**src/design/nta_pkg.sv**
```systemverilog
// shared types, constants and helpers of the neighbor table with aging
// no dependencies
`timescale 1ns / 1ps
`default_nettype none

package nta_pkg;

    localparam int TABLE_ENTRIES_DEF = 16;
    localparam int NUM_IFACES        = 4;
    localparam int EXPIRY_FACTOR     = 3;

    localparam int IFACE_W = 2;
    localparam int IP_W    = 32;
    localparam int CFG_W   = 8;
    localparam int AGE_W   = 10;
    localparam int OUT_W   = 5;
    // sized for the largest table the block supports
    localparam int IDX_W   = 8;
    localparam int CNT_W   = 9;

    localparam logic [AGE_W-1:0] AGE_MAX        = '1;
    localparam logic [CFG_W-1:0] HELLO_INTV_RST = 8'd5;

    typedef enum logic [0:0] {
        CMD_HELLO = 1'b0,
        CMD_TICK  = 1'b1
    } t_cmd;

    typedef enum logic [1:0] {
        STAT_REFRESH = 2'd0,
        STAT_INSERT  = 2'd1,
        STAT_DROP    = 2'd2,
        STAT_TICK    = 2'd3
    } t_status;

    typedef enum logic [1:0] {
        ST_IDLE,
        ST_WALK,
        ST_FINISH
    } t_state;

    // request broadcast to all cells while it walks
    typedef struct packed {
        t_cmd              op;
        logic [IFACE_W-1:0] iface;
        logic [IP_W-1:0]    ip;
        logic [IP_W-1:0]    rid;
        logic [IP_W-1:0]    mask;
        logic [AGE_W-1:0]   limit;
    } t_req;

    // token handed from cell to cell
    typedef struct packed {
        logic             valid;
        logic             hit;
        logic [IDX_W-1:0] hit_idx;
        logic             free;
        logic [IDX_W-1:0] free_idx;
        logic [CNT_W-1:0] count;
        logic [CNT_W-1:0] expired;
    } t_tok;

    // entry write after a hello walk
    typedef struct packed {
        logic             en;
        logic             insert;
        logic [IDX_W-1:0] idx;
    } t_wr;

    function automatic logic [OUT_W-1:0] sat_count(input logic [CNT_W-1:0] v);
        logic [CNT_W-1:0] lim;
        lim = CNT_W'({OUT_W{1'b1}});
        return (v > lim) ? {OUT_W{1'b1}} : v[OUT_W-1:0];
    endfunction

endpackage

`default_nettype wire

```
**src/design/nta_cell.sv**
```systemverilog
// one neighbor entry of the table, ages or matches as the token passes
// depends on nta_pkg
`timescale 1ns / 1ps
`default_nettype none

module nta_cell #(
    parameter int CELL_IDX = 0
) (
    input  wire logic         i_clk,
    input  wire logic         i_rst_n,
    input  wire nta_pkg::t_req i_req,
    input  wire nta_pkg::t_wr  i_wr,
    input  wire nta_pkg::t_tok i_tok,
    output nta_pkg::t_tok      o_tok
);

    logic                          r_valid, n_valid;
    logic [nta_pkg::IFACE_W-1:0]   r_iface, n_iface;
    logic [nta_pkg::IP_W-1:0]      r_ip, n_ip;
    logic [nta_pkg::IP_W-1:0]      r_router, n_router;
    logic [nta_pkg::IP_W-1:0]      r_mask, n_mask;
    logic [nta_pkg::AGE_W-1:0]     r_age, n_age;
    nta_pkg::t_tok                 r_tok, n_tok;
    logic                          wr_here;

    assign wr_here = i_wr.en && (i_wr.idx == nta_pkg::IDX_W'(CELL_IDX));

    always_comb begin
        n_tok    = i_tok;
        n_valid  = r_valid;
        n_iface  = r_iface;
        n_ip     = r_ip;
        n_router = r_router;
        n_mask   = r_mask;
        n_age    = r_age;
        if (i_tok.valid) begin
            if (i_req.op == nta_pkg::CMD_TICK) begin
                if (r_valid) begin
                    if (r_age > i_req.limit) begin
                        n_valid       = 1'b0;
                        n_tok.expired = i_tok.expired + 1'b1;
                    end else begin
                        if (r_age != nta_pkg::AGE_MAX) begin
                            n_age = r_age + 1'b1;
                        end
                        if (r_iface == i_req.iface) begin
                            n_tok.count = i_tok.count + 1'b1;
                        end
                    end
                end
            end else begin
                if (r_valid) begin
                    if (r_iface == i_req.iface) begin
                        n_tok.count = i_tok.count + 1'b1;
                        if (!i_tok.hit && (r_ip == i_req.ip)) begin
                            n_tok.hit     = 1'b1;
                            n_tok.hit_idx = nta_pkg::IDX_W'(CELL_IDX);
                        end
                    end
                end else if (!i_tok.free) begin
                    n_tok.free     = 1'b1;
                    n_tok.free_idx = nta_pkg::IDX_W'(CELL_IDX);
                end
            end
        end
        if (wr_here) begin
            n_age = '0;
            if (i_wr.insert) begin
                n_valid  = 1'b1;
                n_iface  = i_req.iface;
                n_ip     = i_req.ip;
                n_router = i_req.rid;
                n_mask   = i_req.mask;
            end
        end
    end

    always_ff @(posedge i_clk) begin
        if (!i_rst_n) begin
            r_valid <= 1'b0;
            r_tok   <= '0;
        end else begin
            r_valid <= n_valid;
            r_tok   <= n_tok;
        end
    end

    always_ff @(posedge i_clk) begin
        r_iface  <= n_iface;
        r_ip     <= n_ip;
        r_router <= n_router;
        r_mask   <= n_mask;
        r_age    <= n_age;
    end

    assign o_tok = r_tok;

endmodule

`default_nettype wire

```
**src/design/neighbor_table_with_aging.sv**
```systemverilog
// a request is registered and injects a token that walks the chain of entry cells,
// one cell per cycle; the token at the end of the chain is registered, and the result
// is then loaded into the output register; one request is in the table at a time,
// but a new request is taken while the previous result still waits at the output
// reset: synchronous active low, clears all entries and sets hello_interval to 5
// top level of the neighbor table, depends on nta_pkg and nta_cell
`timescale 1ns / 1ps
`default_nettype none

module neighbor_table_with_aging #(
    parameter int TABLE_ENTRIES = nta_pkg::TABLE_ENTRIES_DEF
) (
    input  wire logic                          i_clk,
    input  wire logic                          i_rst_n,
    input  wire logic                          i_valid,
    output logic                               o_ready,
    input  wire logic [0:0]                    i_cmd,
    input  wire logic [nta_pkg::IFACE_W-1:0]   i_iface_sel,
    input  wire logic [nta_pkg::IP_W-1:0]      i_sender_ip,
    input  wire logic [nta_pkg::IP_W-1:0]      i_router_ident,
    input  wire logic [nta_pkg::IP_W-1:0]      i_net_mask,
    output logic                               o_valid,
    input  wire logic                          i_ready,
    output logic [1:0]                         o_status,
    output logic [nta_pkg::OUT_W-1:0]          o_iface_count,
    output logic [nta_pkg::OUT_W-1:0]          o_expired_count,
    input  wire logic                          i_cfg_we,
    input  wire logic [nta_pkg::CFG_W-1:0]     i_cfg_data
);

    nta_pkg::t_state               r_state, n_state;
    nta_pkg::t_req                 r_req, n_req;
    nta_pkg::t_tok                 r_inj, n_inj;
    nta_pkg::t_tok                 r_fin, n_fin;
    logic [nta_pkg::CFG_W-1:0]     r_hello, n_hello;
    logic                          r_out_valid, n_out_valid;
    nta_pkg::t_status              r_status, n_status;
    logic [nta_pkg::OUT_W-1:0]     r_cnt, n_cnt;
    logic [nta_pkg::OUT_W-1:0]     r_exp, n_exp;

    nta_pkg::t_tok                 tok [0:TABLE_ENTRIES];
    nta_pkg::t_wr                  wr;
    logic                          accept;
    logic                          fire;
    logic                          iface_bad;

    assign tok[0] = r_inj;

    for (genvar g = 0; g < TABLE_ENTRIES; g++) begin : g_cell
        nta_cell #(
            .CELL_IDX(g)
        ) u_cell (
            .i_clk  (i_clk),
            .i_rst_n(i_rst_n),
            .i_req  (r_req),
            .i_wr   (wr),
            .i_tok  (tok[g]),
            .o_tok  (tok[g+1])
        );
    end

    assign iface_bad = (5'(r_req.iface) >= 5'(nta_pkg::NUM_IFACES));

    // next state
    always_comb begin
        n_state = r_state;
        case (r_state)
            nta_pkg::ST_IDLE: begin
                if (i_valid) begin
                    n_state = nta_pkg::ST_WALK;
                end
            end
            nta_pkg::ST_WALK: begin
                if (tok[TABLE_ENTRIES].valid) begin
                    n_state = nta_pkg::ST_FINISH;
                end
            end
            nta_pkg::ST_FINISH: begin
                if (!r_out_valid || i_ready) begin
                    n_state = nta_pkg::ST_IDLE;
                end
            end
            default: n_state = nta_pkg::ST_IDLE;
        endcase
    end

    // outputs and datapath
    always_comb begin
        o_ready     = (r_state == nta_pkg::ST_IDLE);
        accept      = i_valid && o_ready;
        fire        = (r_state == nta_pkg::ST_FINISH) && (!r_out_valid || i_ready);
        n_hello     = i_cfg_we ? i_cfg_data : r_hello;
        n_req       = r_req;
        n_inj       = '0;
        n_fin       = r_fin;
        wr          = '0;
        n_status    = r_status;
        n_cnt       = r_cnt;
        n_exp       = r_exp;
        n_out_valid = fire ? 1'b1 : (i_ready ? 1'b0 : r_out_valid);

        if (accept) begin
            n_req.op    = nta_pkg::t_cmd'(i_cmd);
            n_req.iface = i_iface_sel;
            n_req.ip    = i_sender_ip;
            n_req.rid   = i_router_ident;
            n_req.mask  = i_net_mask;
            n_req.limit = nta_pkg::AGE_W'(nta_pkg::EXPIRY_FACTOR)
                          * nta_pkg::AGE_W'(r_hello);
            n_inj.valid = 1'b1;
        end

        if ((r_state == nta_pkg::ST_WALK) && tok[TABLE_ENTRIES].valid) begin
            n_fin = tok[TABLE_ENTRIES];
        end

        if (fire) begin
            n_exp = '0;
            n_cnt = iface_bad ? '0 : nta_pkg::sat_count(r_fin.count);
            if (r_req.op == nta_pkg::CMD_TICK) begin
                n_status = nta_pkg::STAT_TICK;
                n_exp    = nta_pkg::sat_count(r_fin.expired);
            end else if (iface_bad) begin
                n_status = nta_pkg::STAT_DROP;
            end else if (r_fin.hit) begin
                n_status = nta_pkg::STAT_REFRESH;
                wr.en    = 1'b1;
                wr.idx   = r_fin.hit_idx;
            end else if (r_fin.free) begin
                n_status  = nta_pkg::STAT_INSERT;
                wr.en     = 1'b1;
                wr.insert = 1'b1;
                wr.idx    = r_fin.free_idx;
                n_cnt     = nta_pkg::sat_count(r_fin.count + 1'b1);
            end else begin
                n_status = nta_pkg::STAT_DROP;
            end
        end

        o_valid         = r_out_valid;
        o_status        = r_status;
        o_iface_count   = r_cnt;
        o_expired_count = r_exp;
    end

    always_ff @(posedge i_clk) begin
        if (!i_rst_n) begin
            r_state     <= nta_pkg::ST_IDLE;
            r_inj       <= '0;
            r_hello     <= nta_pkg::HELLO_INTV_RST;
            r_out_valid <= 1'b0;
        end else begin
            r_state     <= n_state;
            r_inj       <= n_inj;
            r_hello     <= n_hello;
            r_out_valid <= n_out_valid;
        end
    end

    always_ff @(posedge i_clk) begin
        r_req    <= n_req;
        r_fin    <= n_fin;
        r_status <= n_status;
        r_cnt    <= n_cnt;
        r_exp    <= n_exp;
    end

endmodule

`default_nettype wire

```
**config.mk**
```make
export PLATFORM = sky130hd
export DESIGN_NAME = neighbor_table_with_aging
export DESIGN_NICKNAME = d
export VERILOG_FILES = /design/src/design/nta_pkg.sv /design/src/design/nta_cell.sv /design/src/design/neighbor_table_with_aging.sv
export SDC_FILE = /design/constraint.sdc
export NUM_CORES = 2
export LEC_CHECK = 0
export BUFFER_PORTS_ARGS = -buffer_cell sky130_fd_sc_hd__buf_2
export CAP_MARGIN = 20
export CORE_ASPECT_RATIO = 0.8
export CORE_MARGIN = 5
export CORE_UTILIZATION = 65
export DETAILED_ROUTE_END_ITERATION = 6
export PLACE_DENSITY = 0.85
export SYNTH_ARGS = -nofsm -noshare
export SYNTH_HDL_FRONTEND = slang
export SYNTH_SLANG_ARGS = --single-unit
```
**constraint.sdc**
```tcl
create_clock -name i_clk -period 12.4 [get_ports i_clk]
set_clock_uncertainty 0.2 [all_clocks]
set_input_delay 0 -clock i_clk [delete_from_list [all_inputs] [get_ports i_clk]]
set_output_delay 0 -clock i_clk [all_outputs]
set_load 0.01 [all_outputs]
```
# After elaboration in Yosys (flattened, before gate mapping)
# Cells that the tools add are included.
totals:
  regBits: 1453
  in_bits: 112
  out_inout_bits: 14
  wordCells: 782
classes:
  add_sub_neg: 49
  n_mul: 1
  order_cmp: 19
  n_eq_ne: 68
  mux: 341
  n_bitwise: 16
  reduce_logical: 89
ops:
  columns: ["cell", "count"]
  rows:
  - ["two-way mux 9 bit", 160]
  - ["two-way mux 18 bit", 32]
  - ["two-way mux 36 bit", 16]
  - ["== test 32 bit", 16]
  - ["adder 9 x 1 -> 9 bit (second input constant)", 33]
  - ["adder 10 x 1 -> 10 bit (second input constant)", 16]
  - ["> comparator 10 bit", 16]
  - ["!= test 10 bit (second input constant)", 16]
  - ["two-way mux 8 bit", 17]
  - ["two-way mux 1 bit", 101]
  - ["AND reduction 5 bit", 16]
  - ["== test 8 x 4 -> 1 bit (second input constant)", 8]
  - ["logical AND 1 bit", 35]
  - ["== test 2 bit", 16]
  - ["== test 8 x 3 -> 1 bit (second input constant)", 4]
  - ["AND reduction 2 bit", 16]
  - ["two-way mux 10 bit", 3]
  - ["two-way mux 5 bit", 6]
  - ["> comparator 9 x 5 -> 1 bit (second input constant)", 3]
  - ["logical NOT 1 bit", 17]
  - ["== test 8 x 2 -> 1 bit (second input constant)", 2]
  - ["NOT 1 bit", 16]
  - ["multiplier 2 x 8 -> 10 bit (first input constant)", 1]
  - ["two-way mux 2 bit", 5]
  - ["11 further kinds", 12]

# Longest topological paths before layout
depth:
  ltp_word: 7
  ltp_mapped: 10
  ltp_nobuf: 9

# Cells and area by module
# A second synthesis with hierarchy kept.
hier_totals:
  cells_unflattened: 5757
  hier_area_um2: 64536.9
modules_own_cells:
  columns: ["module", "instances", "cells_per_inst", "area_per_inst_um2"]
  rows:
  - ["nta_cell (g_cell[5].u_cell ...)", 2, 371, 3887.5]
  - ["nta_cell (g_cell[1].u_cell ...)", 2, 340, 3634.7]
  - ["nta_cell (g_cell[13].u_cell ...)", 2, 337, 3588.4]
  - ["neighbor_table_with_aging", 1, 311, 5938.2]
  - ["nta_cell (g_cell[8].u_cell)", 1, 339, 3733.6]
  - ["nta_cell (g_cell[12].u_cell)", 1, 336, 3674.8]
  - ["nta_cell (g_cell[3].u_cell)", 1, 337, 3672.3]
  - ["nta_cell (g_cell[10].u_cell)", 1, 337, 3667.3]
  - ["nta_cell (g_cell[9].u_cell)", 1, 335, 3654.8]
  - ["nta_cell (g_cell[15].u_cell)", 1, 337, 3614.7]
  - ["nta_cell (g_cell[4].u_cell)", 1, 339, 3612.2]
  - ["nta_cell (g_cell[7].u_cell)", 1, 334, 3603.5]
  - ["nta_cell (g_cell[11].u_cell)", 1, 334, 3584.7]
  - ["nta_cell (g_cell[0].u_cell)", 1, 322, 3559.7]

# Worst setup path after synthesis
# No wires, ideal clock.
synth_path:
  path_kind: "register to register"
  start: "reg r_req[108] in the netlist's numbering"
  end: "reg g_cell[1].u_cell.r_valid"
  setup_time_ps: 68
  arrival_ps: 4237
  required_time_ps: 12132
  setup_slack_ps: 7894
  stages_incl_launch_ff: 7
  n_path_buf: 2
  synth_period_minus_slack_ps: 4506
  path_cell_list: "edfxtp_1 -> buf_4 -> nor3_1 -> buf_2 -> nand2_1 -> nor3_1 -> o221a_2"
synth_via:
  elab_chain_cells: 5
synth_lines:
  columns: ["element", "line_no", "source"]
  rows:
  - ["from (decl)", "neighbor_table_with_aging.sv:32", "nta_pkg::t_req r_req, n_req;"]
  - ["from (signal assigned)", "neighbor_table_with_aging.sv:161", "r_req <= n_req;"]
  - ["two-way mux 10 bit", "neighbor_table_with_aging.sv:120", "if (r_req.op == nta_pkg::CMD_TICK) begin"]
  - ["two-way mux 10 bit", "neighbor_table_with_aging.sv:117", "if (fire) begin"]
  - ["== test 8 x 1 -> 1 bit", "nta_cell.sv:26", "assign wr_here = i_wr.en && (i_wr.idx == nta_pkg::IDX_W'(CELL_IDX));"]
  - ["logical AND 1 bit", "nta_cell.sv:26", null]
  - ["two-way mux 1 bit (*)", "nta_cell.sv:66", "if (wr_here) begin"]
  - ["to (signal assigned)", "nta_cell.sv:83", "r_valid <= n_valid;"]
  - ["to (decl)", "nta_cell.sv:17", "logic r_valid, n_valid;"]
# Mark *: on every way between the ends. The rest lies on a longest branch, timed or not.
# A chain may end at the register's enable or synchronous reset.

# Worst setup path after layout
layout_path:
  start: "reg r_req[108] in the netlist's numbering"
  end: "reg g_cell[2].u_cell.r_valid"
layout_via:
  elab_chain_cells: 5
layout_lines:
  columns: ["element", "line_no"]
  rows:
  - ["two-way mux 10 bit", "neighbor_table_with_aging.sv:120"]
  - ["two-way mux 10 bit", "neighbor_table_with_aging.sv:117"]
  - ["== test 8 x 2 -> 1 bit", "nta_cell.sv:26"]
  - ["logical AND 1 bit", "nta_cell.sv:26"]
  - ["two-way mux 1 bit (*)", "nta_cell.sv:66"]
  - ["to (signal assigned)", "nta_cell.sv:83"]
  - ["to (decl)", "nta_cell.sv:17"]
# Marks and branches as above.

==> results.md <==
* Die H at 265 um
* Data required, critical path at 12.82 ns
* Cell mode on critical path: buf_4
* Syn. warnings at 0
* Initial Util at 65.6%
* Synth Register Bits at 1179
* Final-layout fill cell count at 4917
* Final non-filler cell total at 6017
* Min Tclk post-route at 4.33 ns
* Pre-antenna DRT Iters at 7
* CP Max Fanout at 35
* Final hold violations at 0
* Clock Latency Late Sink at 0.72 ns
* P_sw at 1.85 mW
* Iter 0 DRT Violations at 5139
* Clk slew on worst S/H paths at 0.07 ns
* Fmax achieved at 231 MHz
* Top cell type by total area after synthesis: edfxtp_1
* Critical path type: register to register
* Finished Core Util at 73.5%
* Routability cong. at 0.894
* Status: complete, but fails checks
* Min-delay src: i_cfg_we
* Final setup vio count at 0
* Synth Area per Inst at 11.4 um2
* Count of cell types in the netlist at 84
* Final hold slack at 0.128 ns
* Synth top area share at 35.7%
* Combinational power share at 5.8%
* Fin crit share at 34.9%
* Slew headroom at 24.5%
* Cells along the critical path: buf_4 -> nor3_2 -> nand2_1 -> buf_4 -> nor2_4 -> o21ai_0 -> a31oi_1
* Share of layout cells above drive strength 1 at 7.80%
* Tightest Pin Transition at 1.13 ns
* PwrDens at 136 nW/um2
* CP top delay family: simple AND/OR/NAND/NOR gates
* Mean number of vias per cell at 6.50
* Metal1 wirelength at 54300 um
* RSZ-0062 raised after global routing: no
* Cts-stage hold buffer count at 100
* Slowest stage delay, CP at 0.84 ns
* Most common cell after layout, fill and taps aside: edfxtp_1
* Synthesized netlist cell count at 4653
* Post-Syn Area at 52900 um2
* Global-route wire length before repair at 219000 um
* Core Area at 80500 um2
* Antenna Nets Post-Route at 0
* Clock power share at 42.8%
* Max-Cap Viols at 0
* Placed Area at 54500 um2
* Post-DP HPWL at 82500 um
* VDD IR max at 0.154 mV
* Die Area at 87200 um2
* Critical Path End Type: register
* Synth area leaders: edfxtp_1, dfxtp_1, xor2_1
* Vias post-DR at 39100
* Critical path origin: r_req[108]$_DFFE_PP_
* Clk buf depth at 3
* Slowest cell on the critical path: nor3_2
* Top FF cell, synth: edfxtp_1
* Root Driver: clkbuf_16
* Clock tree sinks at 1179
* Max-slew violations at 0
* DR WL met3 at 17100 um
* Post-Layout Inst Area at 59200 um2
* Leak at 21.2 nW
* EDFF count, synth at 629
* NumNets Final at 5162
* Largest net degree at the start of global routing at 126
* CTS H-tree depth at 3
* Postcts setup bufs at 0
* Hold Path Class: primary input to register
* Internal Pwr Total at 6.18 mW
* R2R Setup Slk at 8.07 ns
* GRT Overall Usage at 32.0%
* DR WL/cell at 23.8 um
* Launch point of the worst reg-to-reg path: r_req[108]$_DFFE_PP_
* Placed Cells at 5712
* Post-synth ARST share at 0%
* Worst Path Arrival at 4.74 ns
* DRC viols at 1
* Most frequent cells in the layout: edfxtp_1, dfxtp_1, xor2_1
* Failing checks: design-rule violations
* WL final at 143000 um
* Port Buffer Count at 61
* Post-synthesis net count at 4982
* Top layer in use: met4
* Die Wd at 329 um
* Post-cts resize count at 0
* Final setup margin at 8.07 ns
* Overall power at 8.03 mW
* Fin Setup TNS at 0 ns
* Met2 Routed Length at 65700 um
* CP Buf/Inv Count at 2
* # IOs at 126
* Area delta synth->final at 12.0%
* Startpoint Class: register
* Initial antenna violation count at 4
* Pre-CTS setup slack at 8.14 ns
* Sequential power share at 51.3%
* FP Rows at 93
* Vias in the first global route at 38400
* Post-synthesis sequential area ratio at 56.6%
* Switch share at 23.1%
* Overflow after GRT at 0
* CTS tree: built
* Cts bufs inserted at 106
==> cell type report <==
class / count / area (um2) / share of cell area (%)
Sequential cell: 1179 / 29900 / 50.5
Multi-Input combinational cell: 3163 / 21800 / 36.9
Clock buffer: 137 / 2890 / 4.88
Timing Repair Buffer: 241 / 1920 / 3.25
Tap cell: 1092 / 1370 / 2.31
Clock inverter: 61 / 727 / 1.23
Inverter: 142 / 538 / 0.909
Antenna cell: 2 / 5.00 / 0.00846
==> synth_stat cells, types with 33 or more instances <==
master and instances:
a211oi_1 45, a21oi_1 158, and2_1 33, and3_1 65
buf_2 62, clkbuf_1 97, dfxtp_1 550, edfxtp_1 629
ha_1 216, inv_1 141, mux2i_1 49, nand2_1 274
nand2b_1 66, nand3_1 173, nand4_1 156, nor2_1 389
nor3_1 99, nor4_1 112, o211ai_1 56, o21a_1 33
o21ai_0 154, o31ai_1 60, or3_1 53, or4_1 49
xnor2_1 293, xor2_1 387
==> cell families (layout without fill, tap and decap cells) <==
logic type	count (synthesis)	after routing	synth area share, %
XOR/XNOR	680	680	11.3
buffers and inverters	311	581	2.38
flip-flops	1179	1179	56.6
adder cells (fa/ha/maj)	217	217	5.15
AO/OA/AOI/OAI	661	661	8.54
other	0	2	0
AND/OR/NAND/NOR	1554	1554	15.1
multiplexers	51	51	0.970
==> registers in the layout, summed over array words and instances (netlist names) <==
name                   count
g_cell.u_cell.o_tok      362
g_cell.u_cell.r_age      160
g_cell.u_cell.r_iface     32
g_cell.u_cell.r_ip       512
g_cell.u_cell.r_valid     16
o_expired_count            5
o_iface_count              5
o_status                   2
o_valid                    1
r_fin                     28
r_hello                    8
r_inj                      1
r_req                     45
r_state                    2
==> metal layers <==
| metal | vias up | track usage [%] |
|---|---|---|
| met1 | 18700 | 43.4 |
| li1 | 17300 | - |
| met4 | 0 | 11.7 |
| met5 | - | 0 |
| met2 | 2549 | 51.4 |
| met3 | 470 | 7.03 |
==> worst reg2reg max path, delay by kind of cell, from the launching register on <==
family                 cells  cell delay (ns)
AOI/OAI and AO/OA          2             0.50
DFF                        1             0.37
and+or+nand+nor            3             2.40
buffers and inverters      2             0.77
==> worst paths after layout <==
check,endpoint,cells after the start
min,r_hello[6]$_SDFFE_PN0P_,4
max,g_cell[2].u_cell.r_valid$_SDFF_PN0_,7
min reg2reg,r_fin[11]$_DFFE_PP_,0
max reg2reg,g_cell[2].u_cell.r_valid$_SDFF_PN0_,7
==> power by group through the flow <==
stage                     combinational (mW)  sequential (mW)  clock, mW
after detailed placement               0.415             4.21          0
after CTS                              0.449             4.12       3.41
after floorplan                        0.260             4.22          0
final                                  0.467             4.12       3.44
after global routing                   0.496             4.12       3.61
after global placement                 0.395             4.21          0
Note: power is estimated with default switching activity, not from simulation.
